File: src/rtl/psq_pkg.sv
`timescale 1ns / 1ps

package psq_pkg;

  // Field widths of the request and result words
  localparam int FUNC_W = 4;
  localparam int TID_W  = 3;
  localparam int PRIO_W = 5;
  localparam int STAT_W = 2;
  localparam int RET_W  = 4;
  localparam int NEXT_W = 3;

  // Kernel request codes; codes above FN_RESCHED act as reschedule
  typedef enum logic [FUNC_W-1:0] {
    FN_CREATE  = 4'd0,
    FN_EXIT    = 4'd1,
    FN_WAIT    = 4'd2,
    FN_SLEEP   = 4'd3,
    FN_WAKE    = 4'd4,
    FN_GETID   = 4'd5,
    FN_CHPRIO  = 4'd6,
    FN_FAULT   = 4'd7,
    FN_RESCHED = 4'd8
  } func_t;

  // Result status codes
  localparam logic [STAT_W-1:0] ST_OK     = 2'd0;
  localparam logic [STAT_W-1:0] ST_NOSLOT = 2'd1;
  localparam logic [STAT_W-1:0] ST_HALT   = 2'd2;

  // Commands from the sequencer to the datapath
  typedef struct packed {
    logic capture;     // latch request word, clear result
    logic deq;         // pull running thread off its queue head
    logic enq_caller;  // requeue running thread at its tail
    logic chg_level;   // apply new priority before requeue
    logic get_id;      // return running slot
    logic retire;      // free running slot
    logic create;      // allocate and enqueue a new thread
    logic wake;        // enqueue the named thread
    logic pick;        // choose next thread, load result register
  } cmd_t;

endpackage

File: src/rtl/psq_ctrl.sv
`timescale 1ns / 1ps

module psq_ctrl (
  input  logic                          clk,
  input  logic                          rst_n,
  input  logic                          in_valid,
  output logic                          in_stall,
  input  logic [psq_pkg::FUNC_W-1:0]    in_func,
  output logic                          out_valid,
  input  logic                          out_stall,
  output psq_pkg::cmd_t                 cmd
);

  typedef enum logic [4:0] {
    S_IDLE = 5'b00001,
    S_DEQ  = 5'b00010,
    S_OPA  = 5'b00100,
    S_OPB  = 5'b01000,
    S_PICK = 5'b10000
  } state_t;

  state_t          state_r, state_nxt;
  psq_pkg::func_t  op_r, op_nxt;
  logic            out_valid_r, out_valid_nxt;
  logic            pick_go;
  logic            accept;

  // Result register is free, or its word leaves this cycle
  assign pick_go  = (state_r == S_PICK) && (!out_valid_r || !out_stall);
  assign in_stall = !((state_r == S_IDLE) || pick_go);
  assign accept   = in_valid && !in_stall;
  assign out_valid = out_valid_r;

  // Fold unused codes into reschedule
  always_comb begin
    op_nxt = op_r;
    if (accept) begin
      if (in_func > psq_pkg::FN_RESCHED) begin
        op_nxt = psq_pkg::FN_RESCHED;
      end else begin
        op_nxt = psq_pkg::func_t'(in_func);
      end
    end
  end

  // Advance the sequence
  always_comb begin
    state_nxt = state_r;
    unique case (state_r)
      S_IDLE: if (accept) state_nxt = S_DEQ;
      S_DEQ:  state_nxt = S_OPA;
      S_OPA:  state_nxt = S_OPB;
      S_OPB:  state_nxt = S_PICK;
      S_PICK: begin
        if (pick_go) begin
          state_nxt = accept ? S_DEQ : S_IDLE;
        end
      end
      default: state_nxt = S_IDLE;
    endcase
  end

  // Hold result valid until taken
  always_comb begin
    out_valid_nxt = out_valid_r && out_stall;
    if (pick_go) out_valid_nxt = 1'b1;
  end

  // Decode commands per step
  always_comb begin
    cmd         = '0;
    cmd.capture = accept;
    cmd.pick    = pick_go;
    cmd.deq     = (state_r == S_DEQ) && (op_r != psq_pkg::FN_RESCHED);
    if (state_r == S_OPA) begin
      unique case (op_r) inside
        psq_pkg::FN_CREATE, psq_pkg::FN_WAIT, psq_pkg::FN_WAKE:
          cmd.enq_caller = 1'b1;
        psq_pkg::FN_GETID: begin
          cmd.enq_caller = 1'b1;
          cmd.get_id     = 1'b1;
        end
        psq_pkg::FN_CHPRIO: begin
          cmd.enq_caller = 1'b1;
          cmd.chg_level  = 1'b1;
        end
        psq_pkg::FN_EXIT, psq_pkg::FN_FAULT:
          cmd.retire = 1'b1;
        default: ;
      endcase
    end
    if (state_r == S_OPB) begin
      cmd.create = (op_r == psq_pkg::FN_CREATE);
      cmd.wake   = (op_r == psq_pkg::FN_WAKE);
    end
  end

  always_ff @(posedge clk) begin
    if (!rst_n) begin
      state_r     <= S_IDLE;
      op_r        <= psq_pkg::FN_RESCHED;
      out_valid_r <= 1'b0;
    end else begin
      state_r     <= state_nxt;
      op_r        <= op_nxt;
      out_valid_r <= out_valid_nxt;
    end
  end

endmodule

File: src/rtl/psq_dp.sv
`timescale 1ns / 1ps

module psq_dp #(
  parameter int THREADS = 8,
  parameter int LEVELS  = 16
) (
  input  logic                                 clk,
  input  logic                                 rst_n,
  input  psq_pkg::cmd_t                        cmd,
  input  logic        [psq_pkg::TID_W-1:0]     in_thread_id,
  input  logic signed [psq_pkg::PRIO_W-1:0]    in_priority_req,
  output logic        [psq_pkg::STAT_W-1:0]    out_status,
  output logic        [psq_pkg::RET_W-1:0]     out_ret_value,
  output logic        [psq_pkg::NEXT_W-1:0]    out_next_thread
);

  localparam int TW = (THREADS > 1) ? $clog2(THREADS) : 1;
  localparam int LW = (LEVELS > 1) ? $clog2(LEVELS) : 1;

  // Queue, link and thread tables
  logic [TW-1:0]     head_r  [LEVELS];
  logic [TW-1:0]     tail_r  [LEVELS];
  logic [LEVELS-1:0] nonempty_r;
  logic [TW-1:0]     link_r  [THREADS];
  logic [LW-1:0]     level_r [THREADS];
  logic [THREADS-1:0] ready_r;
  logic [THREADS-1:0] used_r;
  logic [TW-1:0]     run_slot_r;
  logic              run_valid_r;
  logic              halted_r;

  // Request and result registers
  logic        [psq_pkg::TID_W-1:0]  req_tid_r;
  logic signed [psq_pkg::PRIO_W-1:0] req_prio_r;
  logic        [psq_pkg::STAT_W-1:0] res_status_r;
  logic        [psq_pkg::RET_W-1:0]  res_ret_r;
  logic        [psq_pkg::STAT_W-1:0] out_status_r;
  logic        [psq_pkg::RET_W-1:0]  out_ret_r;
  logic        [psq_pkg::NEXT_W-1:0] out_next_r;

  logic [TW-1:0] cur;
  logic [LW-1:0] cur_lvl;
  logic          deq_go;
  logic [TW-1:0] deq_head;
  logic [LW-1:0] prio_clamp;
  logic [LW-1:0] new_lvl;
  logic          free_found;
  logic [TW-1:0] free_slot;
  logic [TW-1:0] tid_idx;
  logic          wake_ok;
  logic          enq_req;
  logic          enq_fresh;
  logic          enq_go;
  logic [TW-1:0] enq_slot;
  logic [LW-1:0] enq_lvl;
  logic [TW-1:0] enq_tail;
  logic          any_ready;
  logic [LW-1:0] pick_lvl;
  logic [TW-1:0] pick_head;
  logic          op_live;
  logic          caller_live;

  assign cur         = run_slot_r;
  assign cur_lvl     = level_r[cur];
  assign op_live     = !halted_r;
  assign caller_live = op_live && run_valid_r;

  // Dequeue the running thread from its queue head
  assign deq_go   = cmd.deq && caller_live && ready_r[cur];
  assign deq_head = head_r[cur_lvl];

  // Saturate requested priority into the level range
  always_comb begin
    if (req_prio_r[psq_pkg::PRIO_W-1]) begin
      prio_clamp = '0;
    end else if (int'(req_prio_r[psq_pkg::PRIO_W-2:0]) > LEVELS - 1) begin
      prio_clamp = LW'(LEVELS - 1);
    end else begin
      prio_clamp = LW'(req_prio_r[psq_pkg::PRIO_W-2:0]);
    end
  end
  assign new_lvl = req_prio_r[psq_pkg::PRIO_W-1] ? cur_lvl : prio_clamp;

  // Find the lowest free slot
  always_comb begin
    free_found = 1'b0;
    free_slot  = '0;
    for (int i = THREADS - 1; i >= 0; i--) begin
      if (!used_r[i]) begin
        free_found = 1'b1;
        free_slot  = TW'(i);
      end
    end
  end

  assign tid_idx = TW'(req_tid_r);
  assign wake_ok = (int'(req_tid_r) < THREADS) && used_r[tid_idx];

  // Select the one enqueue of this step
  always_comb begin
    enq_req   = 1'b0;
    enq_fresh = 1'b0;
    enq_slot  = cur;
    enq_lvl   = cur_lvl;
    if (cmd.enq_caller && caller_live) begin
      enq_req = 1'b1;
      enq_lvl = cmd.chg_level ? new_lvl : cur_lvl;
    end else if (cmd.create && op_live && free_found) begin
      enq_req   = 1'b1;
      enq_fresh = 1'b1;
      enq_slot  = free_slot;
      enq_lvl   = prio_clamp;
    end else if (cmd.wake && op_live && wake_ok) begin
      enq_req  = 1'b1;
      enq_slot = tid_idx;
      enq_lvl  = level_r[tid_idx];
    end
  end
  assign enq_go   = enq_req && (enq_fresh || !ready_r[enq_slot]);
  assign enq_tail = tail_r[enq_lvl];

  // Pick the lowest-numbered nonempty level
  assign any_ready = |nonempty_r;
  always_comb begin
    pick_lvl = '0;
    for (int l = LEVELS - 1; l >= 0; l--) begin
      if (nonempty_r[l]) pick_lvl = LW'(l);
    end
  end
  assign pick_head = head_r[pick_lvl];

  // Control state: queue flags, slot flags, levels, running thread
  always_ff @(posedge clk) begin
    if (!rst_n) begin
      nonempty_r  <= '0;
      ready_r     <= '0;
      used_r      <= '0;
      run_slot_r  <= '0;
      run_valid_r <= 1'b0;
      halted_r    <= 1'b0;
      for (int t = 0; t < THREADS; t++) level_r[t] <= '0;
    end else begin
      if (deq_go) begin
        if (deq_head == tail_r[cur_lvl]) nonempty_r[cur_lvl] <= 1'b0;
        ready_r[cur] <= 1'b0;
      end
      if (cmd.retire && caller_live) begin
        used_r[cur]  <= 1'b0;
        ready_r[cur] <= 1'b0;
        level_r[cur] <= '0;
        run_valid_r  <= 1'b0;
      end
      if (cmd.chg_level && caller_live) level_r[cur] <= new_lvl;
      if (cmd.create && op_live && free_found) begin
        used_r[free_slot]  <= 1'b1;
        level_r[free_slot] <= prio_clamp;
      end
      if (enq_go) begin
        nonempty_r[enq_lvl] <= 1'b1;
        ready_r[enq_slot]   <= 1'b1;
      end
      if (cmd.pick) begin
        if (any_ready) begin
          run_slot_r  <= pick_head;
          run_valid_r <= 1'b1;
        end else begin
          halted_r    <= 1'b1;
          run_valid_r <= 1'b0;
        end
      end
    end
  end

  // Payload: queue pointers, links, request and result words
  always_ff @(posedge clk) begin
    if (cmd.capture) begin
      req_tid_r    <= in_thread_id;
      req_prio_r   <= in_priority_req;
      res_status_r <= psq_pkg::ST_OK;
      res_ret_r    <= '0;
    end
    if (deq_go && (deq_head != tail_r[cur_lvl])) begin
      head_r[cur_lvl] <= link_r[deq_head];
    end
    if (enq_go) begin
      if (nonempty_r[enq_lvl]) begin
        link_r[enq_tail] <= enq_slot;
      end else begin
        head_r[enq_lvl] <= enq_slot;
      end
      tail_r[enq_lvl] <= enq_slot;
    end
    if (cmd.chg_level && caller_live) res_ret_r <= (psq_pkg::RET_W)'(cur_lvl);
    if (cmd.get_id && caller_live) res_ret_r <= (psq_pkg::RET_W)'(cur);
    if (cmd.create && op_live) begin
      if (free_found) begin
        res_ret_r <= (psq_pkg::RET_W)'(free_slot);
      end else begin
        res_status_r <= psq_pkg::ST_NOSLOT;
      end
    end
    if (cmd.pick) begin
      if (any_ready) begin
        out_status_r <= res_status_r;
        out_ret_r    <= res_ret_r;
        out_next_r   <= (psq_pkg::NEXT_W)'(pick_head);
      end else begin
        out_status_r <= psq_pkg::ST_HALT;
        out_ret_r    <= '0;
        out_next_r   <= '0;
      end
    end
  end

  assign out_status      = out_status_r;
  assign out_ret_value   = out_ret_r;
  assign out_next_thread = out_next_r;

endmodule

File: src/rtl/priority_ready_queue_scheduler.sv
`timescale 1ns / 1ps
// Channel | Handshake           | Word
// --------+---------------------+-----------------------------------------
// in      | in_valid, in_stall  | in_func, in_thread_id, in_priority_req
// out     | out_valid, out_stall| out_status, out_ret_value, out_next_thread
//
// Each request runs through the sequencer steps: dequeue, caller
// requeue (or exit), create/wake enqueue, and priority pick.
// The next word is taken in the pick cycle, so back-to-back requests follow
// with no idle step between them while the result register drains.
// A stalled result holds the pick step, and with it the input side.
// Reset (rst_n low, synchronous) empties all queues and frees all slots.

module priority_ready_queue_scheduler #(
  parameter int THREADS = 8,
  parameter int LEVELS  = 16
) (
  input  logic                                 clk,
  input  logic                                 rst_n,
  input  logic                                 in_valid,
  output logic                                 in_stall,
  input  logic        [psq_pkg::FUNC_W-1:0]    in_func,
  input  logic        [psq_pkg::TID_W-1:0]     in_thread_id,
  input  logic signed [psq_pkg::PRIO_W-1:0]    in_priority_req,
  output logic                                 out_valid,
  input  logic                                 out_stall,
  output logic        [psq_pkg::STAT_W-1:0]    out_status,
  output logic        [psq_pkg::RET_W-1:0]     out_ret_value,
  output logic        [psq_pkg::NEXT_W-1:0]    out_next_thread
);

  psq_pkg::cmd_t cmd;

  // Sequence the request steps
  psq_ctrl u_ctrl (
    .clk       (clk),
    .rst_n     (rst_n),
    .in_valid  (in_valid),
    .in_stall  (in_stall),
    .in_func   (in_func),
    .out_valid (out_valid),
    .out_stall (out_stall),
    .cmd       (cmd)
  );

  // Hold queues and thread tables
  psq_dp #(
    .THREADS (THREADS),
    .LEVELS  (LEVELS)
  ) u_dp (
    .clk             (clk),
    .rst_n           (rst_n),
    .cmd             (cmd),
    .in_thread_id    (in_thread_id),
    .in_priority_req (in_priority_req),
    .out_status      (out_status),
    .out_ret_value   (out_ret_value),
    .out_next_thread (out_next_thread)
  );

endmodule

File: config.mk
export PLATFORM = sky130hd
export DESIGN_NAME = priority_ready_queue_scheduler
export DESIGN_NICKNAME = d
export VERILOG_FILES = /design/src/rtl/psq_pkg.sv /design/src/rtl/psq_ctrl.sv /design/src/rtl/psq_dp.sv /design/src/rtl/priority_ready_queue_scheduler.sv
export SDC_FILE = /design/constraint.sdc
export NUM_CORES = 1
export LEC_CHECK = 0
export ABC_AREA = 1
export BUFFER_PORTS_ARGS = -buffer_cell sky130_fd_sc_hd__buf_2
export CORE_MARGIN = 5
export CORE_UTILIZATION = 35
export CTS_CLUSTER_DIAMETER = 200
export DETAILED_ROUTE_END_ITERATION = 6
export PLACE_DENSITY = 0.56
export RECOVER_POWER = 50
export SYNTH_ARGS = -nofsm -noshare
export SYNTH_HDL_FRONTEND = slang
export SYNTH_SLANG_ARGS = --single-unit
export TNS_END_PERCENT = 100
File: constraint.sdc
create_clock -name clk -period 4.35 [get_ports clk]
set_clock_uncertainty 0.15 [all_clocks]
set_input_delay 0.87 -clock clk [delete_from_list [all_inputs] [get_ports clk]]
set_output_delay 0.87 -clock clk [all_outputs]
set_load 0.005 [all_outputs]
==> results of run 1 <==
-- area by class of cell --
class / count / area [um2] / share of cell area [%]
Clock buffer: 29 / 693 / 4.95
Clock inverter: 20 / 244 / 1.74
Inverter: 204 / 768 / 5.48
Multi-Input combinational cell: 1098 / 5200 / 37.1
Sequential cell: 228 / 6260 / 44.6
Tap cell: 461 / 577 / 4.12
Timing Repair Buffer: 51 / 278 / 1.98
-- Yosys cell counts (16+ instances only) --
library cell | n | share of area, %
nand2_1 | 434 | 13
nor2_1 | 200 | 6.0
inv_1 | 176 | 5.3
edfxtp_1 | 169 | 41
nand3_1 | 140 | 5.6
a21oi_1 | 63 | 2.5
dfxtp_1 | 59 | 9.4
o21ai_0 | 53 | 2.1
o22ai_1 | 32 | 1.6
inv_2 | 26 | 0.78
nand2_2 | 25 | 1.3
a22oi_1 | 24 | 1.4
o21ai_1 | 23 | 0.92
clkbuf_1 | 18 | 0.54
nand4_1 | 17 | 0.85
buf_2 | 16 | 0.64
nor2_2 | 16 | 0.80
-- metrics by stage --
stage	power (mW)	setup slack [ps]	instances	hold WS, ps	instance area (um2)
floorplan	2.65	1030	1576	280	12500
finish	5.09	350	2091	312	14000
global route	5.28	24.6	2091	336	14000
detailed placement	2.76	423	2042	304	13100
global placement	2.76	483	2042	293	13100
CTS	5.15	404	2091	315	14100
-- path summary, 6_finish.rpt --
| path | slack, ps | start | endpoint | cells past startpoint |
|---|---|---|---|---|
| worst max register to register | 350 | u_ctrl.state_r[1] | u_dp.head_r[1][1] | 21 |
| worst max-delay path | 350 | u_ctrl.state_r[1] | u_dp.head_r[1][1] | 21 |
| worst min-delay path | 310 | u_dp.res_status_r[1] | u_dp.res_status_r[1] | 2 |
| worst min register to register | 310 | u_dp.res_status_r[1] | u_dp.res_status_r[1] | 2 |
-- state kept, by name, summed over array words and instances (netlist names), 5 cells and up, named ones only --
name             cells
u_dp.head_r         48
u_dp.tail_r         48
u_dp.level_r        32
u_dp.link_r         24
u_dp.nonempty_r     16
u_dp.ready_r         8
u_dp.used_r          8
u_ctrl.state_r       5
u_dp.req_prio_r      5
-- metal layers --
layer / up-vias / part of all wire (%) / routed length, um
met4: 0 / 2.8 / 1020
met3: 75 / 5.6 / 2060
li1: 5282 / - / -
met1: 5080 / 45 / 16300
met5: - / 0 / 0
met2: 349 / 47 / 17200
-- critical path, cell delays in order, from the launching register on --
cell     delay [ps]
dfxtp_1         350
nor2_4          160
nand2_1          70
nor2_1          310
nand3_4         320
inv_2           180
nand2_1         150
nand3_1         280
nand2_1          80
nand2_1          80
nand2_1          50
nand2_1          60
nand2_1          50
nand2_1          80
nand2_1          60
nand2_2         260
nand3_4         280
nand2_1         150
nand2_2         100
inv_2            70
nand2_1         120
nor2_1          260
-- where the power goes --
| group | total [mW] | internal (mW) | switching [mW] |
|---|---|---|---|
| sequential | 2.38 | 2.36 | 0.0265 |
| clock | 2.38 | 1.45 | 0.924 |
| combinational | 0.332 | 0.0934 | 0.238 |
| total | 5.09 | 3.90 | 1.19 |
-- cells by family after synthesis --
group                  after synthesis  synth area share (%)
and+or+nand+nor                    881                  31.5
DFF                                228                  50.0
AOI/OAI and AO/OA                  217                  10.1
buffers and inverters              250                  8.31
==> flow_summary.ini, run 1 <==
[run_status]
status = finished with violations
violations = max-capacitance violations, max-slew violations

[run]
max_cap_violations = 2

[synthesis]
syn-num-nets = 1592
ys_ff_latch = 228
synthCells = 1576
avgSynthCellArea_um2 = 7.94
synth.distinct_cells = 47
synth-main-ff-cell = edfxtp_1
async_reset_ff_share_pct = 0
synth.cell_area_um2 = 12500
synth_edf_count = 169
ys_warn_count = 0
ys_seq_area_share_pct = 50.0

[clocking]
cts_hold_buf = 0
cts_tree = yes
clk_pin_slew_ps = 60
cts_buffers = 27
cts_root_buf = clkbuf_16
cts_max_level = 1
clockBufferDepth = 3
clk_latency_ps = 540
cts_sinks = 228
ctsResizeCount = 0
cts_setup_buffers = 0

[detailed_routing]
drc = 0
wirelength_um = 36500
drtPass1Iterations = 5
viasPerCell = 5.16
wire_per_inst_um = 17.5
postRouteAntennaNets = 0
drt-initial-drc-count = 944
vias = 10800

[cells_and_area]
final_core_util_pct = 39.6
num_antenna_cells = 0
final_nets = 1626
final.fill_count = 3651
layout_commonest_cell = nand2_1
drive_gt1_share_pct = 11.2
final_cell_mix = nand2_1, nor2_1, inv_1, edfxtp_1, nand3_1
syn2layout_area_growth_pct = 12.1

[die]
die_w_um = 199
die_h_um = 199
io_pins = 27
initial_core_util_pct = 35.3
coreArea_um2 = 35400
std_cell_rows = 69
dieArea_um2 = 39600

[timing]
max-slew-margin-rel_pct = -51.3
setup_viol_count_final = 0
slew_violations = 46
grt_setup_unrepaired = no
finalHoldViolations = 0
fmax_ghz = 0.250
finalCritPeriodShare_pct = 92.0
worst_pin_slew_ps = 2270
tns_ps = 0
min_period_ps = 4000

[grt]
busiest_layer = met2
antenna_found_initial = 0
grt_pass1_vias = 10400
use_met2_pct = 30.0
grt_pass1_wl_um = 57500
use_met3_pct = 2.71
groute.layer.met1.usage_pct = 25.4
overflow = 0
grt_max_degree = 46
grtUsageTotal_pct = 18.3

[place]
place_congestion = 0.877
dpl.hpwl_um = 26900
io_buffers = 26

[critical_path]
crit_type = flop to flop
crit_required_ps = 4420
cp.arrival_ps = 4070
start_kind = flop
setup.worst_path.end_class = flop
cp_max_fo = 19

[hold_path]
hold_class = flop to flop

[power]
ir_drop_v = 0.000310
powerDensity_nw_per_um2 = 363
p_leak_nw = 5.71
Note: power is estimated with default switching activity, not from simulation.
==> run 2: changes to the inputs <==
--- a/config.mk
+++ b/config.mk
@@ -6,7 +6,7 @@
 export NUM_CORES = 1
 export LEC_CHECK = 0
 export ABC_AREA = 1
-export BUFFER_PORTS_ARGS = -buffer_cell sky130_fd_sc_hd__buf_2
+export BUFFER_PORTS_ARGS = -buffer_cell sky130_fd_sc_hd__buf_4
 export CORE_MARGIN = 5
 export CORE_UTILIZATION = 35
 export CTS_CLUSTER_DIAMETER = 200
==> flow_summary.ini, run 2 (same netlist as run 1, synthesis figures left out) <==
[cells_and_area]
seqCellArea_um2 = 6260
num_antenna_cells = 0
layout_commonest_cell = nand2_1
drive_gt1_share_pct = 11.5
final_cell_mix = nand2_1, nor2_1, inv_1, edfxtp_1, nand3_1
final_nets = 1624
multi_input_comb_area_um2 = 5200
syn2layout_area_growth_pct = 12.0
top_regs = u_dp.head_r (48), u_dp.tail_r (48), u_dp.level_r (32)
final.fill_count = 3649

[power]
powerDensity_nw_per_um2 = 352
p_leak_nw = 5.69
ir_drop_v = 0.000296

[timing]
max-slew-margin-rel_pct = -53.1
slew_violations = 46
finalHoldViolations = 0
finalCritPeriodShare_pct = 90.3
worst_pin_slew_ps = 2300
grt_setup_unrepaired = no
fmax_ghz = 0.254
setup_viol_count_final = 0
final.setup.worst_slack_ps = 420
tns_ps = 0
min_period_ps = 3930
whs_ps = 301

[clocking]
cts_hold_buf = 0
clockBufferDepth = 3
cts_max_level = 1
clk_pin_slew_ps = 60
ctsResizeCount = 0
cts_sinks = 228
cts_buffers = 26
clk_latency_ps = 540
cts_root_buf = clkbuf_16
cts_tree = yes
cts_setup_buffers = 0

[critical_path]
crit_type = flop to flop
crit_required_ps = 4430
setup.worst_path.end_class = flop
r2r_cells = 21
cp.arrival_ps = 4010
start_kind = flop
cp_max_fo = 19

[die]
initial_core_util_pct = 35.3
coreArea_um2 = 35400
die_h_um = 199
die_w_um = 199
dieArea_um2 = 39600
std_cell_rows = 69
io_pins = 27

[grt]
overflow = 0
grtUsageTotal_pct = 18.1
grt_pass1_vias = 10400
grt_pass1_wl_um = 56900
antenna_found_initial = 0
grt_max_degree = 46

[detailed_routing]
wire_per_inst_um = 17.2
drtPass1Iterations = 7
drc = 13
postRouteAntennaNets = 0
vias = 10700
viasPerCell = 5.13
drt-initial-drc-count = 958
wirelength_um = 35900

[hold_path]
hold_class = flop to flop
whs_path_depth = 2

[place]
detailedPlace.worstSlack_ps = 320
io_buffers = 26
dpl.hpwl_um = 26600
place_congestion = 0.883

[run_status]
violations = design-rule violations, max-capacitance violations, max-slew violations
status = finished with violations

[run]
max_cap_violations = 1
## run 2: area by class of cell
class | instances | area share (%)
clock buffers | 28 | 4.92
clock inverters | 20 | 1.29
inverters | 204 | 5.49
multi-input cells | 1098 | 37.2
flip-flops and latches | 228 | 44.7
well taps | 461 | 4.12
repair buffers | 50 | 2.33
## run 2: final timing paths
path | slack [ps] | to | start
setup / recovery | 420 | u_dp.head_r[3][1] | u_ctrl.state_r[0]
hold / removal | 300 | u_dp.res_status_r[1] | u_dp.res_status_r[1]
setup reg to reg | 420 | u_dp.head_r[3][1] | u_ctrl.state_r[0]
hold reg to reg | 300 | u_dp.res_status_r[1] | u_dp.res_status_r[1]
## run 2: routing by layer
layer	up-vias	share of wire (%)	wire [um]	track usage (%)
li1	5268	-	-	-
met1	5029	44	15600	24.2
met2	355	47	17000	30.4
met3	66	6.2	2210	2.96
met4	0	2.8	1020	5.02
met5	-	0	0	0
## run 2: stage by stage
stage | power, mW | cell area, um2 | instances | util, %
6_report | 4.93 | 14000 | 2089 | 39.6
4_1_cts | 4.96 | 14100 | 2089 | 39.7
5_1_grt | 5.10 | 14000 | 2089 | 39.6
3_5_place_dp | 2.77 | 13200 | 2041 | 37.3
2_1_floorplan | 2.65 | 12500 | 1576 | -
3_3_place_gp | 2.76 | 13200 | 2041 | 37.3
## run 2: power by group
group,internal (mW),total [mW],leakage [nW],switching [mW]
clock network,1.28,2.21,0.403,0.931
logic,0.0962,0.334,3.22,0.238
registers,2.36,2.38,2.06,0.0264
total,3.73,4.93,5.69,1.20
## run 2: worst max-delay path: stages, from the launching register on
cell and delay, ps:
dfxtp_1 330, nor2_4 170, nand2_1 80, nor2_2 250, nand3_4 290, inv_2 190
nand2_1 120, o211ai_2 90, nand2_1 210, inv_2 170, nand2_1 70, nand2_1 60
nand2_1 50, nand2_1 110, nand2_1 70, nand2_2 160, nand3_4 270, nand2_1 170
nand2_2 100, inv_2 70, nand2_1 120, nor2_1 270
==> run 3: changes to the inputs <==
--- a/config.mk
+++ b/config.mk
@@ -6,12 +6,12 @@
 export NUM_CORES = 1
 export LEC_CHECK = 0
 export ABC_AREA = 1
-export BUFFER_PORTS_ARGS = -buffer_cell sky130_fd_sc_hd__buf_4
 export CORE_MARGIN = 5
 export CORE_UTILIZATION = 35
 export CTS_CLUSTER_DIAMETER = 200
 export DETAILED_ROUTE_END_ITERATION = 6
-export PLACE_DENSITY = 0.56
+export DONT_BUFFER_PORTS = 1
+export PLACE_DENSITY = 0.54
 export RECOVER_POWER = 50
 export SYNTH_ARGS = -nofsm -noshare
 export SYNTH_HDL_FRONTEND = slang
==> flow_summary.ini, run 3 (same netlist as run 1, synthesis figures left out) <==
[clocking]
clk_pin_slew_ps = 60
cts_root_buf = clkbuf_16
cts_tree = yes
clockBufferDepth = 3
ctsResizeCount = 0
cts_sinks = 228
cts_hold_buf = 0
cts_max_level = 1
cts_setup_buffers = 0
clk_latency_ps = 540
cts_buffers = 26

[die]
io_pins = 27
die_h_um = 199
coreArea_um2 = 35400
die_w_um = 199
std_cell_rows = 69
initial_core_util_pct = 35.3
dieArea_um2 = 39600

[place]
place_congestion = 0.911
io_buffers = 0
dpl.hpwl_um = 27200

[critical_path]
crit_type = flop to flop
crit_required_ps = 4410
start_kind = flop
cp.arrival_ps = 4080
setup.worst_path.end_class = flop
critPathMaxStageDelay_ps = 510
worst_path_most_repeated_cell = nand2_1
cp_top_family = simple AND/OR/NAND/NOR gates
crit_chain = buf_4 -> nand2_1 -> nand3_1 -> nand3_1 -> nand2_4 -> inv_4 -> nor2_2 -> inv_2 -> o22ai_1 -> o21ai_0 -> nand2_1 -> nor2_4 -> nand2_1 -> nand2_1 -> nand3_2 -> nand2_2 -> nand2_8 -> nand3_2 -> nor2_1
cp_max_fo = 14
cpMaxStageDelayCell = nor2_2
crit_buf_inv = 3

[grt]
grt_pass1_vias = 10200
grt_pass1_wl_um = 57600
overflow = 0
grt_max_degree = 46
antenna_found_initial = 0
grtUsageTotal_pct = 18.4

[run]
max_cap_violations = 2

[timing]
fmax_ghz = 0.249
finalHoldViolations = 0
max-slew-margin-rel_pct = -56.6
tns_ps = 0
worst_pin_slew_ps = 2350
slew_violations = 75
setup_viol_count_final = 0
min_period_ps = 4020
finalCritPeriodShare_pct = 92.4
grt_setup_unrepaired = no

[detailed_routing]
drc = 0
postRouteAntennaNets = 0
vias = 10600
drtPass1Iterations = 5
wire_per_inst_um = 17.8
viasPerCell = 5.14
drt-initial-drc-count = 994
wirelength_um = 36600

[cells_and_area]
num_antenna_cells = 0
top_regs = u_dp.head_r (48), u_dp.tail_r (48), u_dp.level_r (32)
final_nets = 1596
syn2layout_area_growth_pct = 10.1
drive_gt1_share_pct = 10.1
final.fill_count = 3710
final_cell_mix = nand2_1, nor2_1, inv_1, edfxtp_1, nand3_1
layout_commonest_cell = nand2_1

[power]
powerDensity_nw_per_um2 = 349
ir_drop_v = 0.000282
p_leak_nw = 5.58
power_mw = 4.81

[hold_path]
hold_class = primary input to flop

[run_status]
violations = max-capacitance violations, max-slew violations
status = finished with violations
[run 3: cell types whose count changed in the layout (fill, tap and decap cells not counted), moves of 2 or more]
cell | previous run | this run
inv_1 | 176 | 178
clkinvlp_4 | 7 | 2
clkbuf_1 | 13 | 8
nor2_1 | 202 | 200
nor2_2 | 14 | 16
clkinv_4 | 0 | 4
clkbuf_4 | 14 | 0
clkinv_2 | 2 | 6
buf_4 | 23 | 14
[run 3: layer usage]
metal,share of wire (%),track usage (%),vias to the layer above
met5,0,0,-
met4,2.6,4.58,0
li1,-,-,5219
met1,44,24.9,4975
met3,5.9,3.13,64
met2,48,30.9,329
[run 3: metrics by stage]
stage          cell area, um2  cells  worst slack, ps  hold slack (ps)  utilization (%)
2_1_floorplan           12500   1576             1030              280                -
3_3_place_gp            13000   2013              484              295             36.7
3_5_place_dp            13000   2013              402              297             36.7
4_1_cts                 13800   2061              399              231             39.0
5_1_grt                 13800   2061             26.8              235             38.9
6_report                13800   2061              332              256             38.9
[run 3: worst register-to-register path: cells and delay by family, from the launching register on]
kind                   cells  cell delay [ps]
buffers and inverters      3              620
DFF                        1              490
AOI/OAI and AO/OA          2              350
and+or+nand+nor           14             2080
[run 3: final cells by class]
class                      count  area [um2]  area share, %
sequential                   228        6260           45.4
clock inverter                20         146           1.06
clock buffer                  28         679           4.94
multi-input combinational   1098        5200           37.8
tap                          461         577           4.19
inverter                     204         768           5.58
timing repair buffer          22         136          0.991
[run 3: path summary, 6_finish.rpt]
path / slack [ps] / cells after the start / startpoint / to
min: 260 / 1 / rst_n / u_ctrl.state_r[0]
max: 330 / 19 / flop / u_dp.head_r[3][0]
min reg2reg: 310 / 2 / u_dp.res_status_r[1] / u_dp.res_status_r[1]
max reg2reg: 330 / 19 / flop / u_dp.head_r[3][0]
[run 3: where the power goes]
| part | leakage [nW] | internal, mW | switching (mW) |
|---|---|---|---|
| logic | 3.12 | 0.0884 | 0.235 |
| registers | 2.06 | 2.36 | 0.0266 |
| clock network | 0.405 | 1.20 | 0.904 |
